File: src/hw/rtl/mbd_pkg.sv
`timescale 1ns / 1ps
`default_nettype none

package mbd_pkg;

   localparam int MAX_WIDTH_LOG2_DEF = 12;
   localparam int PIX_W              = 8;
   localparam int LANE_W             = 9;
   localparam int LANES              = 4;
   localparam int PACK_W             = LANES * LANE_W;
   localparam int LOG2_W             = 4;
   localparam int CSR_W              = 4;
   localparam int QUEUE_DEPTH        = 4;

   typedef enum logic [1:0] {
      CSR_WIDTH_LOG2  = 2'd0,
      CSR_HEIGHT_LOG2 = 2'd1,
      CSR_GRAY_MODE   = 2'd2
   } csr_index_type;

   typedef struct packed {
      logic [LOG2_W-1:0] width_log2;
      logic [LOG2_W-1:0] height_log2;
      logic              gray;
   } cfg_type;

   typedef struct packed {
      logic [PACK_W-1:0] hsum;
      logic              use_store;
      logic              upper_row;
      logic [1:0]        shift;
      logic              gray;
      logic              last;
   } job_type;

endpackage

`default_nettype wire

File: src/hw/rtl/mbd_queue.sv
`timescale 1ns / 1ps
`default_nettype none

module mbd_queue #(
   parameter int IDX_W = 11,
   parameter int DEPTH = mbd_pkg::QUEUE_DEPTH
) (
   input  wire logic              clock,
   input  wire logic              reset,
   input  wire logic              push,
   input  wire mbd_pkg::job_type  push_job,
   input  wire logic [IDX_W-1:0]  push_idx,
   output logic                   full,
   input  wire logic              pop,
   output logic                   valid,
   output mbd_pkg::job_type       job,
   output logic [IDX_W-1:0]       idx
);

   localparam int PTR_W = (DEPTH > 1) ? $clog2(DEPTH) : 1;
   localparam int CNT_W = $clog2(DEPTH + 1);

   mbd_pkg::job_type  job_ff [DEPTH];
   logic [IDX_W-1:0]  idx_ff [DEPTH];
   logic [PTR_W-1:0]  wr_ptr_ff, wr_ptr_in, rd_ptr_ff, rd_ptr_in;
   logic [CNT_W-1:0]  count_ff, count_in;
   logic              do_push, do_pop;

   always_comb begin
      full    = (count_ff == CNT_W'(DEPTH));
      valid   = (count_ff != '0);
      job     = job_ff[rd_ptr_ff];
      idx     = idx_ff[rd_ptr_ff];
      do_push = push && !full;
      do_pop  = pop && valid;
      wr_ptr_in = wr_ptr_ff;
      rd_ptr_in = rd_ptr_ff;
      if (do_push) begin
         wr_ptr_in = (wr_ptr_ff == PTR_W'(DEPTH - 1)) ? '0 : wr_ptr_ff + PTR_W'(1);
      end
      if (do_pop) begin
         rd_ptr_in = (rd_ptr_ff == PTR_W'(DEPTH - 1)) ? '0 : rd_ptr_ff + PTR_W'(1);
      end
      count_in = count_ff + CNT_W'(do_push) - CNT_W'(do_pop);
   end

   always_ff @(posedge clock) begin
      if (reset) begin
         wr_ptr_ff <= '0;
         rd_ptr_ff <= '0;
         count_ff  <= '0;
      end else begin
         wr_ptr_ff <= wr_ptr_in;
         rd_ptr_ff <= rd_ptr_in;
         count_ff  <= count_in;
      end
   end

   always_ff @(posedge clock) begin
      if (do_push) begin
         job_ff[wr_ptr_ff] <= push_job;
         idx_ff[wr_ptr_ff] <= push_idx;
      end
   end

endmodule

`default_nettype wire

File: config.mk
export PLATFORM = sky130hd
export DESIGN_NAME = mbd_queue
export DESIGN_NICKNAME = d
export VERILOG_FILES = /design/src/hw/rtl/mbd_pkg.sv /design/src/hw/rtl/mbd_queue.sv
export SDC_FILE = /design/constraint.sdc
export NUM_CORES = 1
export LEC_CHECK = 0
export BUFFER_PORTS_ARGS = -buffer_cell sky130_fd_sc_hd__buf_2
export CORE_MARGIN = 2
export CORE_UTILIZATION = 57
export DETAILED_ROUTE_END_ITERATION = 12
export GPL_TIMING_DRIVEN = 0
export PLACE_DENSITY = 0.86
export SYNTH_ARGS = -nofsm -noshare
export SYNTH_HDL_FRONTEND = slang
export SYNTH_SLANG_ARGS = --single-unit
File: constraint.sdc
create_clock -name clock -period 3.2 [get_ports clock]
set_input_delay 0.64 -clock clock [delete_from_list [all_inputs] [get_ports clock]]
set_output_delay 0.64 -clock clock [all_outputs]
set_load 0.02 [all_outputs]
== Word level (Yosys, flattened, before mapping) ==
Memories as Yosys holds them, arrays and structs flattened. A register that Yosys moved wholly into a read port is not among the register bits.
Cells that the tools add are included.

* Add/subtract/negate cells: 4
* Equality and inequality tests: 3
* Muxes and demuxes: 8
* Reductions and logical operators: 4

{| class="wikitable"
|+ Operators with widths
! kind !! number
|-
| $mux W2 || 6
|-
| $add A2 B1 Y2 const B || 2
|-
| $eq A2 B2 Y1 const B || 2
|-
| $add A3 B1 Y3 || 1
|-
| $eq A3 B3 Y1 const B || 1
|-
| $reduce_bool A3 Y1 || 1
|-
| $sub A3 B1 Y3 || 1
|-
| $logic_and A1 B1 Y1 || 2
|-
| $mux W1 || 2
|-
| $logic_not A1 Y1 || 1
|}

* Register bits after elaboration: 7
* Bits in writable memories: 212
* Bits of input ports: 57
* Output and inout port bits: 55
* Logic and storage cells: 24
* Memories: 2

{| class="wikitable"
|+ Memory list
! name !! depth !! width !! read ports !! clocked after Yosys merged registers in !! wr ports !! RTL line !! source
|-
| job_ff || 4 || 42 || 1 || 1 || 1 || mbd_queue.sv:23 || <nowiki>mbd_pkg::job_type job_ff [DEPTH];</nowiki>
|-
| idx_ff || 4 || 11 || 1 || 1 || 1 || mbd_queue.sv:24 || <nowiki>logic [IDX_W-1:0] idx_ff [DEPTH];</nowiki>
|}

== Logic depth before layout (Yosys ltp) ==
* Depth after elaboration: 5
* Mapped depth: 12
* Gate-level depth less buffers: 11

== Least setup slack after synthesis ==
Ideal clock, no wire load.

* Kind: reg2reg
* Start: register count_ff[1]
* End: memory idx_ff[3][0], enable pin
* Library setup time: 0.416 ns
* Arrival: 1.953 ns
* Data required time: 2.784 ns
* Path slack: 0.831 ns
* Cell stages (with the launch flop): 4
* Path buffers: 1
* Clock period less this slack: 2.369 ns
* Cell sequence: dfxtp_1 > or3b_1 > buf_6 > and3_1

* Longest elaborated chain between the ends: 5

{| class="wikitable"
|+ RTL lines
! item !! RTL line !! source
|-
| start: declaration || mbd_queue.sv:26 || <nowiki>logic [CNT_W-1:0] count_ff, count_in;</nowiki>
|-
| start signal: assignment || mbd_queue.sv:55 || <nowiki>count_ff <= count_in;</nowiki>
|-
| $eq A3 B3 Y1 || mbd_queue.sv:30 || <nowiki>full = (count_ff == CNT_W'(DEPTH));</nowiki>
|-
| $logic_not A1 Y1 || mbd_queue.sv:34 || <nowiki>do_push = push && !full;</nowiki>
|-
| $logic_and A1 B1 Y1 || mbd_queue.sv:34 ||
|-
| $mux W1 || mbd_queue.sv:60 || <nowiki>if (do_push) begin</nowiki>
|-
| $mux W1 (not written as such) || mbd_queue.sv:62 || <nowiki>idx_ff[wr_ptr_ff] <= push_idx;</nowiki>
|-
| end: declaration || mbd_queue.sv:24 ||
|}

Every way passes these cells.

==> summary.txt <==
Crit path max fanout -> 10
Sequential element share of the synthesized area -> 0.806
RSZ-0062 raised after global routing -> no
Part of the cycle the worst path needs -> 0.877
Max-slew violations -> 0
Die Y -> 123 µm
Htree depth -> 1
VDD IR max -> 0.558 mV
P_leak -> 3.32 nW
Reg-to-reg critical path startpoint -> count_ff[1]
Post-Syn Area per Cell -> 24.8 µm²
Fraction of layout cells with a size suffix above 1 -> 0.445
Num CTS Buffers -> 22
CTS tree -> done
Die Area -> 0.0152 mm²
Final Hold Fails -> 0
DRC -> 0
Cell Pwr Density -> 824 mW/mm²
Number of max-cap violations -> 0
Reg2reg setup slack -> 690 ps
Vias in the first global route -> 3946
CTS Hold Bufs -> 0
Clk_lat worst skew -> 480 ps
Min Hold Slack -> 370 ps
Initial Utilization -> 0.585
Worst Path Required -> 2560 ps
Yosys top cell by area -> edfxtp_1
Root Buffer -> clkbuf_16
Outcome -> complete, no violations
Initial antenna violation count -> 1
Wire per inst -> 20.7 µm
Worst flop-to-flop path endpoint -> count_ff[2]
Top Ports -> 112
Top cell type's share of synthesized area -> 0.784
Max Fclk -> 356 MHz
DRT antenna net count -> 0
Clock Sinks -> 221
Max Clock Skew -> 11.6 ps
Vias per cell -> 5.64
Fin nets -> 530
Area growth syn-to-layout -> 19.1%
I/O Buffers -> 110
Syn_nets -> 393
Fill cells -> 880
FF-to-FF path depth -> 12
Ys Warns -> 0
Count leader, synth -> edfxtp_1
Tmin final -> 2810 ps
Largest net degree at the start of global routing -> 54
Seq cells post-synth -> 221
Total grt overflow -> 0
Area of the multi-input gates -> 0.00147 mm²
Synth Flop Type -> edfxtp_1
Cell count after synthesis -> 328
Routed wire length -> 13700 µm
Clock buffer depth -> 3
Netlist area before placement -> 0.00812 mm²
Worst Tran Pin Value -> 814 ps
Resize count post-CTS -> 0
# Post-CTS Setup Buffers -> 0
Die Wd -> 123 µm
Asr flop ratio synth -> 0
Register area -> 0.00655 mm²
Share of the core filled with cells -> 0.697
Most frequent cells after synthesis -> edfxtp_1 (212), mux4_2 (53), dfxtp_1 (9), ha_1 (7), inv_1 (7)
Critical path type -> reg -> out
Critical path launch point type -> flip-flop
Pre-antenna DRT Iters -> 4
Via count -> 3731
Synth cell types -> 29
Crit end category -> output pin
CTS clock-pin slew for the worst setup and hold paths -> 60 ps
Final setup fails -> 0
Post-synth EDFFs -> 212
Core area -> 0.0139 mm²
Starting DRT DRC Count -> 228
Dpl hpwl -> 8560 µm
Global-route wire length before repair -> 21000 µm
Relative slew slack -> 0.457
WP data arrival -> 2170 ps
Ranking of synthesized cells by area -> edfxtp_1 (78%), mux4_2 (15%), dfxtp_1 (2.2%), ha_1 (1.1%), buf_4 (0.46%)
Gpl congestion -> 0.692
Hold Crit Class -> in -> reg
Core Rows -> 43
Gr usage total -> 0.186
Worst Setup EP -> job[39]
-- through the flow --
| stage | power, mW | cells | instance area (µm²) | setup TNS, ps | worst slack (ps) |
|---|---|---|---|---|---|
| after floorplan | 4.99 | 328 | 8120 | 0 | 831 |
| after global placement | 5.52 | 618 | 8890 | -11700 | -224 |
| after detailed placement | 5.61 | 621 | 8960 | 0 | 722 |
| after CTS | 8.07 | 661 | 9670 | 0 | 339 |
| after global routing | 8.31 | 662 | 9670 | 0 | 273 |
| final | 7.97 | 662 | 9670 | 0 | 394 |
-- state kept, by name, summed over array words and instances, names as in the netlist, named ones only --
name / flops
job_ff: 168
idx_ff: 44
count_ff: 3
rd_ptr_ff: 2
wr_ptr_ff: 2
-- metal layers --
| metal | global-route usage | wire (µm) | vias up |
|---|---|---|---|
| li1 | - | - | 1659 |
| met5 | 0 | 0 | - |
| met2 | 0.325 | 7310 | 93 |
| met1 | 0.241 | 5480 | 1956 |
| met4 | 0.0455 | 265 | 0 |
| met3 | 0.0392 | 641 | 23 |
-- layout by cell type (no fill, tap or decap), drive strengths merged, types with 3 or more instances in the layout --
master  count
edfxtp    212
buf       122
mux4       53
clkbuf     32
dfxtp       9
clkinv      9
inv         7
ha          7
and3        4
nor2        3
-- cell type report --
cell class	count	area share
Sequential cell	221	0.677
Multi-Input combinational cell	86	0.152
Timing Repair Buffer	113	0.0631
Clock buffer	27	0.0611
Tap cell	180	0.0233
Clock inverter	13	0.0120
Buffer	14	0.00841
Inverter	7	0.00272
Antenna cell	1	0.000259
-- worst max-delay path, cell delays in order, from the launching register on --
cell     delay [ps]
dfxtp_1         310
buf_2           200
buf_1           540
mux4_2          440
buf_2           180
-- where the power goes --
group          internal (mW)  switching [mW]  leakage [nW]
sequential              3.54          0.0889          2.02
clock                   1.47           0.975         0.345
combinational          0.806            1.09         0.960
total                   5.82            2.15          3.32
-- worst min-delay path by stage --
stage / slack [ps] / endpoint / from / depth (start not counted)
2_1_floorplan: 460 / flip-flop / rd_ptr_ff[0] / 2
3_3_place_gp: 480 / rd_ptr_ff[0] / rd_ptr_ff[0] / 2
3_5_place_dp: 510 / flip-flop / rd_ptr_ff[0] / 2
4_1_cts: 350 / job_ff[2][21] / push_job[21] / 1
5_1_grt: 350 / job_ff[2][21] / push_job[21] / 1
6_report: 370 / job_ff[2][21] / push_job[21] / 1
-- kinds of logic after synthesis --
| logic type | Yosys count | share of synthesized area |
|---|---|---|
| compound gates | 5 | 0.00462 |
| xor+xnor | 1 | 0.00108 |
| fa+ha+maj | 8 | 0.0133 |
| buf+inv | 21 | 0.0133 |
| flops | 221 | 0.806 |
| mux | 54 | 0.148 |
| simple gates | 18 | 0.0133 |
Note: power is estimated with default switching activity, not from simulation.
