`src/hw/rtl/mbd_pkg.sv`:
```
`timescale 1ns / 1ps
`default_nettype none

package mbd_pkg;

   localparam int MAX_WIDTH_LOG2_DEF = 12;
   localparam int PIX_W              = 8;
   localparam int LANE_W             = 9;
   localparam int LANES              = 4;
   localparam int PACK_W             = LANES * LANE_W;
   localparam int LOG2_W             = 4;
   localparam int CSR_W              = 4;
   localparam int QUEUE_DEPTH        = 4;

   typedef enum logic [1:0] {
      CSR_WIDTH_LOG2  = 2'd0,
      CSR_HEIGHT_LOG2 = 2'd1,
      CSR_GRAY_MODE   = 2'd2
   } csr_index_type;

   typedef struct packed {
      logic [LOG2_W-1:0] width_log2;
      logic [LOG2_W-1:0] height_log2;
      logic              gray;
   } cfg_type;

   typedef struct packed {
      logic [PACK_W-1:0] hsum;
      logic              use_store;
      logic              upper_row;
      logic [1:0]        shift;
      logic              gray;
      logic              last;
   } job_type;

endpackage

`default_nettype wire

```
`src/hw/rtl/mbd_front.sv`:
```
`timescale 1ns / 1ps
`default_nettype none

module mbd_front #(
   parameter int MAX_WIDTH_LOG2 = mbd_pkg::MAX_WIDTH_LOG2_DEF,
   parameter int IDX_W          = (MAX_WIDTH_LOG2 > 1) ? MAX_WIDTH_LOG2 - 1 : 1
) (
   input  wire logic                       clock,
   input  wire logic                       reset,
   input  wire mbd_pkg::cfg_type           cfg,
   input  wire logic                       accept,
   input  wire logic                       first_pixel,
   input  wire logic [mbd_pkg::PIX_W-1:0]  pix_a,
   input  wire logic [mbd_pkg::PIX_W-1:0]  pix_r,
   input  wire logic [mbd_pkg::PIX_W-1:0]  pix_g,
   input  wire logic [mbd_pkg::PIX_W-1:0]  pix_b,
   output mbd_pkg::job_type                job,
   output logic                            job_valid,
   output logic [IDX_W-1:0]                job_idx
);

   localparam int STORE_DEPTH = 1 << (MAX_WIDTH_LOG2 - 1);
   localparam logic [IDX_W-1:0] IDX_MASK = IDX_W'(STORE_DEPTH - 1);
   localparam int LW = mbd_pkg::LANE_W;

   logic [MAX_WIDTH_LOG2-1:0] col_ff, col_in;
   logic [MAX_WIDTH_LOG2-1:0] row_ff, row_in;
   logic [mbd_pkg::PACK_W-1:0] pair_ff, pair_in;

   logic [mbd_pkg::LOG2_W-1:0] wl, hl;
   logic fx, fy;
   logic [MAX_WIDTH_LOG2-1:0] x, y, wlast, hlast, idx_full;
   logic [mbd_pkg::PACK_W-1:0] pix, lane_sum, hsum;
   logic have_h, at_wend, at_hend;

   always_comb begin
      wl = (cfg.width_log2 > mbd_pkg::LOG2_W'(MAX_WIDTH_LOG2)) ?
           mbd_pkg::LOG2_W'(MAX_WIDTH_LOG2) : cfg.width_log2;
      hl = (cfg.height_log2 > mbd_pkg::LOG2_W'(MAX_WIDTH_LOG2)) ?
           mbd_pkg::LOG2_W'(MAX_WIDTH_LOG2) : cfg.height_log2;
      fx = (wl != '0);
      fy = (hl != '0);
      for (int i = 0; i < MAX_WIDTH_LOG2; i++) begin
         wlast[i] = (mbd_pkg::LOG2_W'(i) < wl);
         hlast[i] = (mbd_pkg::LOG2_W'(i) < hl);
      end
      x = first_pixel ? '0 : col_ff;
      y = first_pixel ? '0 : row_ff;

      // lane 0 alpha, 1 red, 2 green, 3 blue
      if (cfg.gray) begin
         pix = {{(2 * LW){1'b0}}, 1'b0, pix_r, {LW{1'b0}}};
      end else begin
         pix = {1'b0, pix_b, 1'b0, pix_g, 1'b0, pix_r, 1'b0, pix_a};
      end
      for (int c = 0; c < mbd_pkg::LANES; c++) begin
         lane_sum[c*LW +: LW] = pair_ff[c*LW +: LW] + pix[c*LW +: LW];
      end

      pair_in = pair_ff;
      hsum    = pix;
      have_h  = 1'b1;
      if (fx) begin
         if (!x[0]) begin
            pair_in = pix;
            have_h  = 1'b0;
         end else begin
            pair_in = lane_sum;
            hsum    = lane_sum;
         end
      end

      idx_full = fx ? (x >> 1) : x;
      at_wend  = (x >= wlast);
      at_hend  = (y >= hlast);

      if (at_wend) begin
         col_in = '0;
         row_in = at_hend ? '0 : y + MAX_WIDTH_LOG2'(1);
      end else begin
         col_in = x + MAX_WIDTH_LOG2'(1);
         row_in = y;
      end
   end

   always_comb begin
      job_valid     = accept && have_h;
      job_idx       = idx_full[IDX_W-1:0] & IDX_MASK;
      job.hsum      = hsum;
      job.use_store = fy;
      job.upper_row = !y[0];
      job.shift     = {1'b0, fx} + {1'b0, fy};
      job.gray      = cfg.gray;
      job.last      = at_wend && at_hend;
   end

   always_ff @(posedge clock) begin
      if (reset) begin
         col_ff  <= '0;
         row_ff  <= '0;
         pair_ff <= '0;
      end else if (accept) begin
         col_ff  <= col_in;
         row_ff  <= row_in;
         pair_ff <= pair_in;
      end
   end

endmodule

`default_nettype wire

```
`config.mk`:
```
export PLATFORM = sky130hd
export DESIGN_NAME = mbd_front
export DESIGN_NICKNAME = d
export VERILOG_FILES = /design/src/hw/rtl/mbd_pkg.sv /design/src/hw/rtl/mbd_front.sv
export SDC_FILE = /design/constraint.sdc
export NUM_CORES = 1
export LEC_CHECK = 0
export ABC_AREA = 1
export BUFFER_PORTS_ARGS = -buffer_cell sky130_fd_sc_hd__buf_2
export CORE_UTILIZATION = 45
export CTS_CLUSTER_SIZE = 28
export DETAILED_ROUTE_END_ITERATION = 16
export HOLD_SLACK_MARGIN = 0.12
export PLACE_DENSITY = 0.66
export REMOVE_ABC_BUFFERS = 1
export SYNTH_ARGS = -nofsm -noshare
export SYNTH_HDL_FRONTEND = slang
export SYNTH_SLANG_ARGS = --single-unit
export TNS_END_PERCENT = 1
```
`constraint.sdc`:
```
create_clock -name clock -period 4.36 [get_ports clock]
set_input_delay 0.872 -clock clock [delete_from_list [all_inputs] [get_ports clock]]
set_output_delay 0.872 -clock clock [all_outputs]
set_load 0.05 [all_outputs]
```
Word-level counts from Yosys, hierarchy flattened
Cells that the tools add are included.

Bits in registers: 60. Bits of input ports: 45. Logic and storage cells: 57.

$add $sub $neg: 7. Magnitude comparators: 28. Mux-type cells: 13. Reduce and logical (&&, ||, !) cells: 6.

Operators with widths (count): 36-bit two-way mux (2); 12-bit two-way mux (5); 9-bit adder (4); 35-bit two-way mux (1); 3-bit by 4-bit < comparator with 1-bit output, first input constant (8); 4-bit < comparator, first input constant (8); 12-bit by 1-bit adder with 12-bit output, second input constant (2); 12-bit greater-or-equal comparator (2); 1-bit by 4-bit < comparator with 1-bit output, first input constant (4); 2-bit by 4-bit < comparator with 1-bit output, first input constant (4); 11-bit two-way mux (1); 4-bit > comparator, second input constant (2); 4-bit two-way mux (2); 4-bit nonzero test (2); 1-bit by 1-bit adder with 2-bit output (1); 1-bit logical AND (2); 1-bit two-way mux (2); 2-bit AND reduction (1); 1-bit logical NOT (1).

Logic depth before layout (Yosys ltp)
Gate-level depths: netlist of the first run.

Word-level depth: 6. Mapped depth: 20.

Least setup slack after synthesis of the first run
OpenSTA, ideal clock, no wires.

Path kind: input-to-output. Start: input port cfg[0] (netlist name). End: output port job[39] (netlist name). Arrival: 3390 ps. Path slack: 98 ps. Stages: 14. Cells stage by stage: buf_2 inv_1 buf_2 nand2_1 inv_1 ha_1 inv_1 fa_1 nand3b_1 nand2_1 a21oi_1 xor2_1 nand2_1 a31oi_1.

RTL lines: from (decl) (line mbd_front.sv:10) `input wire mbd_pkg::cfg_type cfg,`; to (decl) (line mbd_front.sv:17) `output mbd_pkg::job_type job,`.

==> flow_metrics.py, run 1 <==
metrics = {
    "clock_network": {
        "insertion_delay_ns": 0.33,
        "ctsLongestPathBuffers": 2,
        "postCtsSetupBuffers": 0,
        "cts_made_buffers": 9,
        "cts_tree": "done",
        "h-tree-depth": 3,
        "cts_root_buffer": "clkbuf_16",
        "cts.sink_count": 60,
        "clk_pin_slew_ns": 0.05,
    },
    "hold_path": {
        "hp-class": "reg -> reg",
    },
    "logic_synthesis": {
        "synth_warnings": 0,
        "synthTopCellsByCount": "299 x nand2_1, 152 x inv_1, 131 x nor2_1, 78 x nand3_1, 74 x o21ai_0",
        "synth-seq-cells": 60,
        "synth-edff-count": 0,
        "synth_top_area_cell": "dfxtp_1",
        "synth_top_area_share": 0.197,
        "ys_async_sr_fraction": 0,
        "seq_area_frac_synth": 0.197,
        "syn_area_um2": 6110,
        "avgSynthCellArea_um2": 5.87,
        "syn_inst": 1041,
        "synth-main-ff-cell": "dfxtp_1",
        "synth_area_leaders": "dfxtp_1 20%, nand2_1 18%, ha_1 12%",
        "ys_types": 37,
        "synth.most_common_cell": "nand2_1",
    },
    "job": {
        "max_cap_violations": 0,
    },
    "sta": {
        "rsz0062_at_grt": "no",
        "whs_ns": 0.466,
        "slew_headroom": 0.598,
        "drv_slew": 0,
        "fmax_ghz": 0.250,
        "finalSetupViolCount": 0,
        "tightest_slew_ns": 0.604,
        "fin_crit_ns": 4.00,
        "hold_viol": 0,
        "min_period_over_period": 0.917,
        "clock_skew_ns": 0.00711,
    },
    "global_route": {
        "antenna_found_initial": 0,
        "grt_usage": 0.226,
        "first_global_vias": 5609,
        "grt_pass1_wl_mm": 26.1,
        "grt_max_degree": 54,
        "grt_remaining_overflow": 0,
    },
    "critical_path": {
        "path_cells": "buf_2, clkinvlp_4, buf_4, nand2_1, inv_1, ha_1, a21oi_1, nand2_1, inv_1, o21bai_1, or2_2, nand3_1, nand2_1, nand2_1, o21ai_0, buf_2",
        "crit_buf_inv": 6,
        "cp-start-kind": "input pin",
        "worstReg2RegStart": "col_ff[3]",
        "worst-r2r-setup-slack_ns": 1.93,
        "crit_type": "in -> out",
        "r2r-end": "col_ff[6]",
        "endpoint": "job[11]",
        "cpPeakStageDelay_ns": 0.32,
        "crit_top_cell": "nand2_1",
        "startpoint": "cfg[0]",
        "endpoint_kind": "output pin",
        "cpMaxStageDelayCell": "ha_1",
        "path_max_fanout": 9,
        "ff2ff_path_depth": 11,
        "cp_top_family": "buffers and inverters",
        "cp.required_ns": 3.49,
        "cp.depth": 16,
        "worstPathArrival_ns": 3.13,
    },
    "die": {
        "core-area_um2": 13200,
        "die_y_um": 119,
        "initial_core_util": 0.461,
        "num_io_pins": 99,
        "dieArea_um2": 14000,
        "dieWidth_um": 119,
        "rows": 42,
    },
    "final_layout": {
        "fillers": 1414,
        "antennaDiodeCount": 0,
        "multiInputGateArea_um2": 4090,
        "area_growth_pct": 14.9,
        "drive_above_1_share": 0.135,
        "fin_nets": 1225,
        "seq_area_um2": 1200,
        "instances_no_fill": 1298,
        "fin_util": 0.530,
    },
    "drt": {
        "antenna_left": 0,
        "via_per_inst": 4.90,
        "wl_per_cell_um": 11.9,
        "first_iter_violations": 251,
        "drt_first_pass_iters": 5,
        "drcViolationCount": 0,
        "via_count": 6356,
        "wl_mm": 15.4,
    },
    "pwr": {
        "vdd_ir_drop_max_mv": 0.140,
        "p_per_area_nw_per_um2": 276,
        "p_leak_nw": 3.83,
        "power_mw": 1.94,
    },
    "placement": {
        "gp_congestion": 0.852,
        "numPlacedInstances": 1282,
        "io_buffers": 98,
        "hpwlAfterDp_mm": 11.3,
    },
    "outcome": {
        "status": "finished clean",
    },
}
[area by class of cell]
| type | instances | area share |
|---|---|---|
| multi-input cells | 780 | 0.582 |
| inverters | 158 | 0.0850 |
| repair buffers | 108 | 0.0823 |
| clock inverters | 4 | 0.00998 |
| well taps | 176 | 0.0314 |
| flip-flops and latches | 60 | 0.171 |
| clock buffers | 12 | 0.0379 |
[layout by cell type, fill, tap and decap left out, drive strengths merged]
| master | instances |
|---|---|
| a211oi | 6 |
| a21o | 3 |
| a21oi | 55 |
| a31oi | 12 |
| buf | 108 |
| bufinv | 2 |
| clkbuf | 12 |
| clkinv | 3 |
| clkinvlp | 1 |
| dfxtp | 60 |
| fa | 4 |
| ha | 59 |
| inv | 156 |
| nand2 | 301 |
| nand3 | 78 |
| nand3b | 7 |
| nand4 | 6 |
| nor2 | 133 |
| nor3 | 8 |
| nor4 | 1 |
| o211ai | 2 |
| o21a | 1 |
| o21ai | 77 |
| o21bai | 4 |
| o22ai | 2 |
| or2 | 5 |
| xnor2 | 6 |
| xor2 | 10 |
[metrics by stage]
stage               cell area (um^2)  setup TNS [ns]  setup slack (ns)
detailed placement              6680               0             0.283
global placement                6680               0             0.349
global route                    7020               0             0.116
CTS                             7020               0             0.265
finish                          7020               0             0.363
floorplan                       5880           -2.81            -0.654
[sequential cells by signal, indices dropped and copies added, names as in the netlist]
name and cells:
col_ff 12, pair_ff 36, row_ff 12
[worst min path at each step]
stage,slack [ns],from,endpoint,depth (start not counted)
floorplan,0.44,col_ff[0],col_ff[0],2
global placement,0.45,row_ff[10],row_ff[10],2
detailed placement,0.46,col_ff[9],col_ff[9],2
CTS,0.47,col_ff[1],col_ff[1],2
global route,0.49,col_ff[0],col_ff[0],2
finish,0.47,col_ff[1],col_ff[1],2
[cell families after synthesis]
family	Yosys count	synth area share
AND/OR/NAND/NOR	539	0.363
buffers and inverters	201	0.135
XOR/XNOR	16	0.0229
AO/OA/AOI/OAI	162	0.149
adder cells (fa/ha/maj)	63	0.134
flip-flops	60	0.197
[per-layer routing]
metal  vias up  part of all wire  GRT usage  routed length (um)
met1      2767              0.49      0.300                7610
met2       122              0.46      0.386                7130
li1       3457                 -          -                   -
met4         0            0.0098     0.0538                 151
met3        10             0.035     0.0285                 538
met5         -                 0          0                   0
[what timing repair did]
item / in CTS / in global routing
endpoints found under the setup margin: 0 / 1
hold endpoints to repair: 0 / 0
hold buffers: 0 / 0
resized for setup: 0 / 1
[worst reg2reg max path, delay by kind of cell (launching register included)]
family / cells / cell delay, ns
compound gates: 2 / 0.29
fa+ha+maj: 1 / 0.31
buf+inv: 2 / 0.27
flops: 1 / 0.42
simple gates: 6 / 1.05
[power breakdown]
group / total [mW] / internal, mW / switching, mW / leakage [nW]
registers: 0.592 / 0.576 / 0.0162 / 0.492
clock network: 0.794 / 0.545 / 0.250 / 0.169
logic: 0.553 / 0.166 / 0.387 / 3.17
total: 1.94 / 1.29 / 0.653 / 3.83
(Power assumes the default switching activity.)
==> run 2, diff against run 1 <==
==> constraint.sdc (replaced) <==
create_clock -name clock -period 4.36 [get_ports clock]
set_input_delay 0.218 -clock clock [delete_from_list [all_inputs] [get_ports clock]]
set_output_delay 0.218 -clock clock [all_outputs]
set_load 0.05 [all_outputs]
==> run 2 against run 1 <==
  * Utilization is 0.25 points lower
  * Count of clock-buffer cells in the layout is 2 lower
  * Setup slack gained 0.96 ns
  * Combinational power decreased by 0.9%
  * Routed wire length down 0.65%
  * Final area is 0.46% lower
  * Non-clock buffer count fell by 4
  * Cell count down 0.31%
  * Flip-flop and latch count did not move
  * Sequential share of layout area increased by 0.080 points
==> flow_metrics.py, run 2 (same netlist as run 1, synthesis figures left out) <==
metrics = {
    "sta": {
        "slew_headroom": 0.297,
        "worst_slack_ns": 1.32,
        "rsz0062_at_grt": "no",
        "fin_crit_ns": 3.04,
        "min_period_over_period": 0.696,
        "tns_ns": 0,
        "finalSetupViolCount": 0,
        "fmax_ghz": 0.329,
        "clock_skew_ns": 0.00935,
        "whs_ns": 0.245,
        "drv_slew": 0,
        "tightest_slew_ns": 1.05,
        "hold_viol": 0,
    },
    "critical_path": {
        "cp-start-kind": "input pin",
        "worst-r2r-setup-slack_ns": 1.70,
        "worstReg2RegStart": "col_ff[0]",
        "startpoint": "cfg[0]",
        "endpoint_kind": "output pin",
        "path_max_fanout": 15,
        "cp.required_ns": 4.14,
        "ff2ff_path_depth": 17,
        "crit_type": "in -> out",
        "endpoint": "job[32]",
        "r2r-end": "row_ff[4]",
        "worstPathArrival_ns": 2.82,
    },
    "pwr": {
        "p_leak_nw": 3.81,
        "vdd_ir_drop_max_mv": 0.215,
        "p_per_area_nw_per_um2": 282,
    },
    "drt": {
        "via_count": 6361,
        "wl_met2_mm": 7.09,
        "first_iter_violations": 282,
        "wl_met1_mm": 7.61,
        "drt_first_pass_iters": 5,
        "via_per_inst": 4.92,
        "wl_per_cell_um": 11.8,
        "wl_met3_um": 492,
        "top_layer": "met4",
        "wl_mm": 15.3,
        "antenna_left": 0,
        "drcViolationCount": 0,
    },
    "outcome": {
        "status": "finished clean",
    },
    "global_route": {
        "grt_remaining_overflow": 0,
        "grt_pass1_wl_mm": 26.0,
        "grt_max_degree": 58,
        "antenna_found_initial": 0,
        "first_global_vias": 5714,
        "grt_usage": 0.221,
    },
    "final_layout": {
        "area_growth_pct": 14.4,
        "final_common_cell": "nand2_1",
        "drive_above_1_share": 0.131,
        "instances_no_fill": 1294,
        "largest_register": "pair_ff",
        "top_regs": "pair_ff: 36 flops, col_ff: 12 flops, row_ff: 12 flops",
        "largest_reg_flops": 36,
        "final_cell_mix": "299 x nand2_1, 152 x inv_1, 130 x nor2_1",
        "fin_nets": 1221,
        "antennaDiodeCount": 0,
    },
    "clock_network": {
        "cts_tree": "done",
        "cts_made_buffers": 9,
        "cts.sink_count": 60,
        "ctsResizeCount": 0,
        "ctsLongestPathBuffers": 2,
        "insertion_delay_ns": 0.32,
        "clk_pin_slew_ns": 0.06,
        "h-tree-depth": 3,
        "postCtsSetupBuffers": 0,
        "ctsHoldBuffers": 0,
        "cts_root_buffer": "clkbuf_16",
    },
    "die": {
        "initial_core_util": 0.461,
        "dieArea_um2": 14000,
        "die_y_um": 119,
        "dieWidth_um": 119,
        "core-area_um2": 13200,
        "num_io_pins": 99,
        "rows": 42,
    },
    "placement": {
        "io_buffers": 98,
        "hpwlAfterDp_mm": 11.1,
        "gp_congestion": 0.833,
        "numPlacedInstances": 1278,
        "dpl_worst_slack_ns": 1.34,
    },
    "hold_path": {
        "hp-class": "in -> reg",
    },
    "job": {
        "max_cap_violations": 0,
    },
}
run 2: layout make-up:
| class | instances | area (um^2) |
|---|---|---|
| fillers | 1441 | 6250 |
| flip-flops and latches | 60 | 1200 |
| well taps | 176 | 220 |
| clock buffers | 10 | 239 |
| multi-input cells | 780 | 4090 |
| clock inverters | 6 | 111 |
| inverters | 158 | 593 |
| repair buffers | 104 | 536 |
run 2: worst min path at each step:
stage / start / end / slack (ns) / cells after the start
finish: pix_r[7] / pair_ff[16] / 0.24 / 5
global route: accept / row_ff[1] / 0.28 / 3
CTS: pix_r[7] / pair_ff[16] / 0.24 / 5
detailed placement: col_ff[7] / col_ff[7] / 0.46 / 2
global placement: row_ff[10] / row_ff[10] / 0.46 / 2
floorplan: reset / col_ff[0] / 0.29 / 1
run 2: through the flow:
step	total power, mW	instance area, um^2	util
after floorplan	1.00	5880	-
after global placement	1.15	6640	0.501
after detailed placement	1.15	6640	0.501
after CTS	1.99	6990	0.528
after global routing	2.07	6990	0.528
final	1.97	6990	0.528
run 2: critical path, stage by stage:
cell and delay [ns]:
buf_2 0.18, inv_1 0.46, nand2_1 0.14, inv_1 0.10, ha_1 0.17, inv_1 0.06
fa_1 0.39, inv_1 0.08, nand3_1 0.06, nand2_1 0.11, nand3_1 0.09, nand2_1 0.09
nand3_1 0.09, nand3_1 0.08, nand3_1 0.10, nor2_1 0.12, buf_2 0.27
run 2: report_power, final:
part	leakage (nW)	switching [mW]	internal, mW
logic	3.15	0.386	0.162
clock network	0.169	0.261	0.573
registers	0.492	0.0161	0.576
total	3.81	0.663	1.31
run 2: metal layers:
layer  up-vias  GRT usage
li1       3440          -
met1      2794      0.290
met2       114      0.389
met3        13     0.0203
met4         0     0.0530
met5         -          0
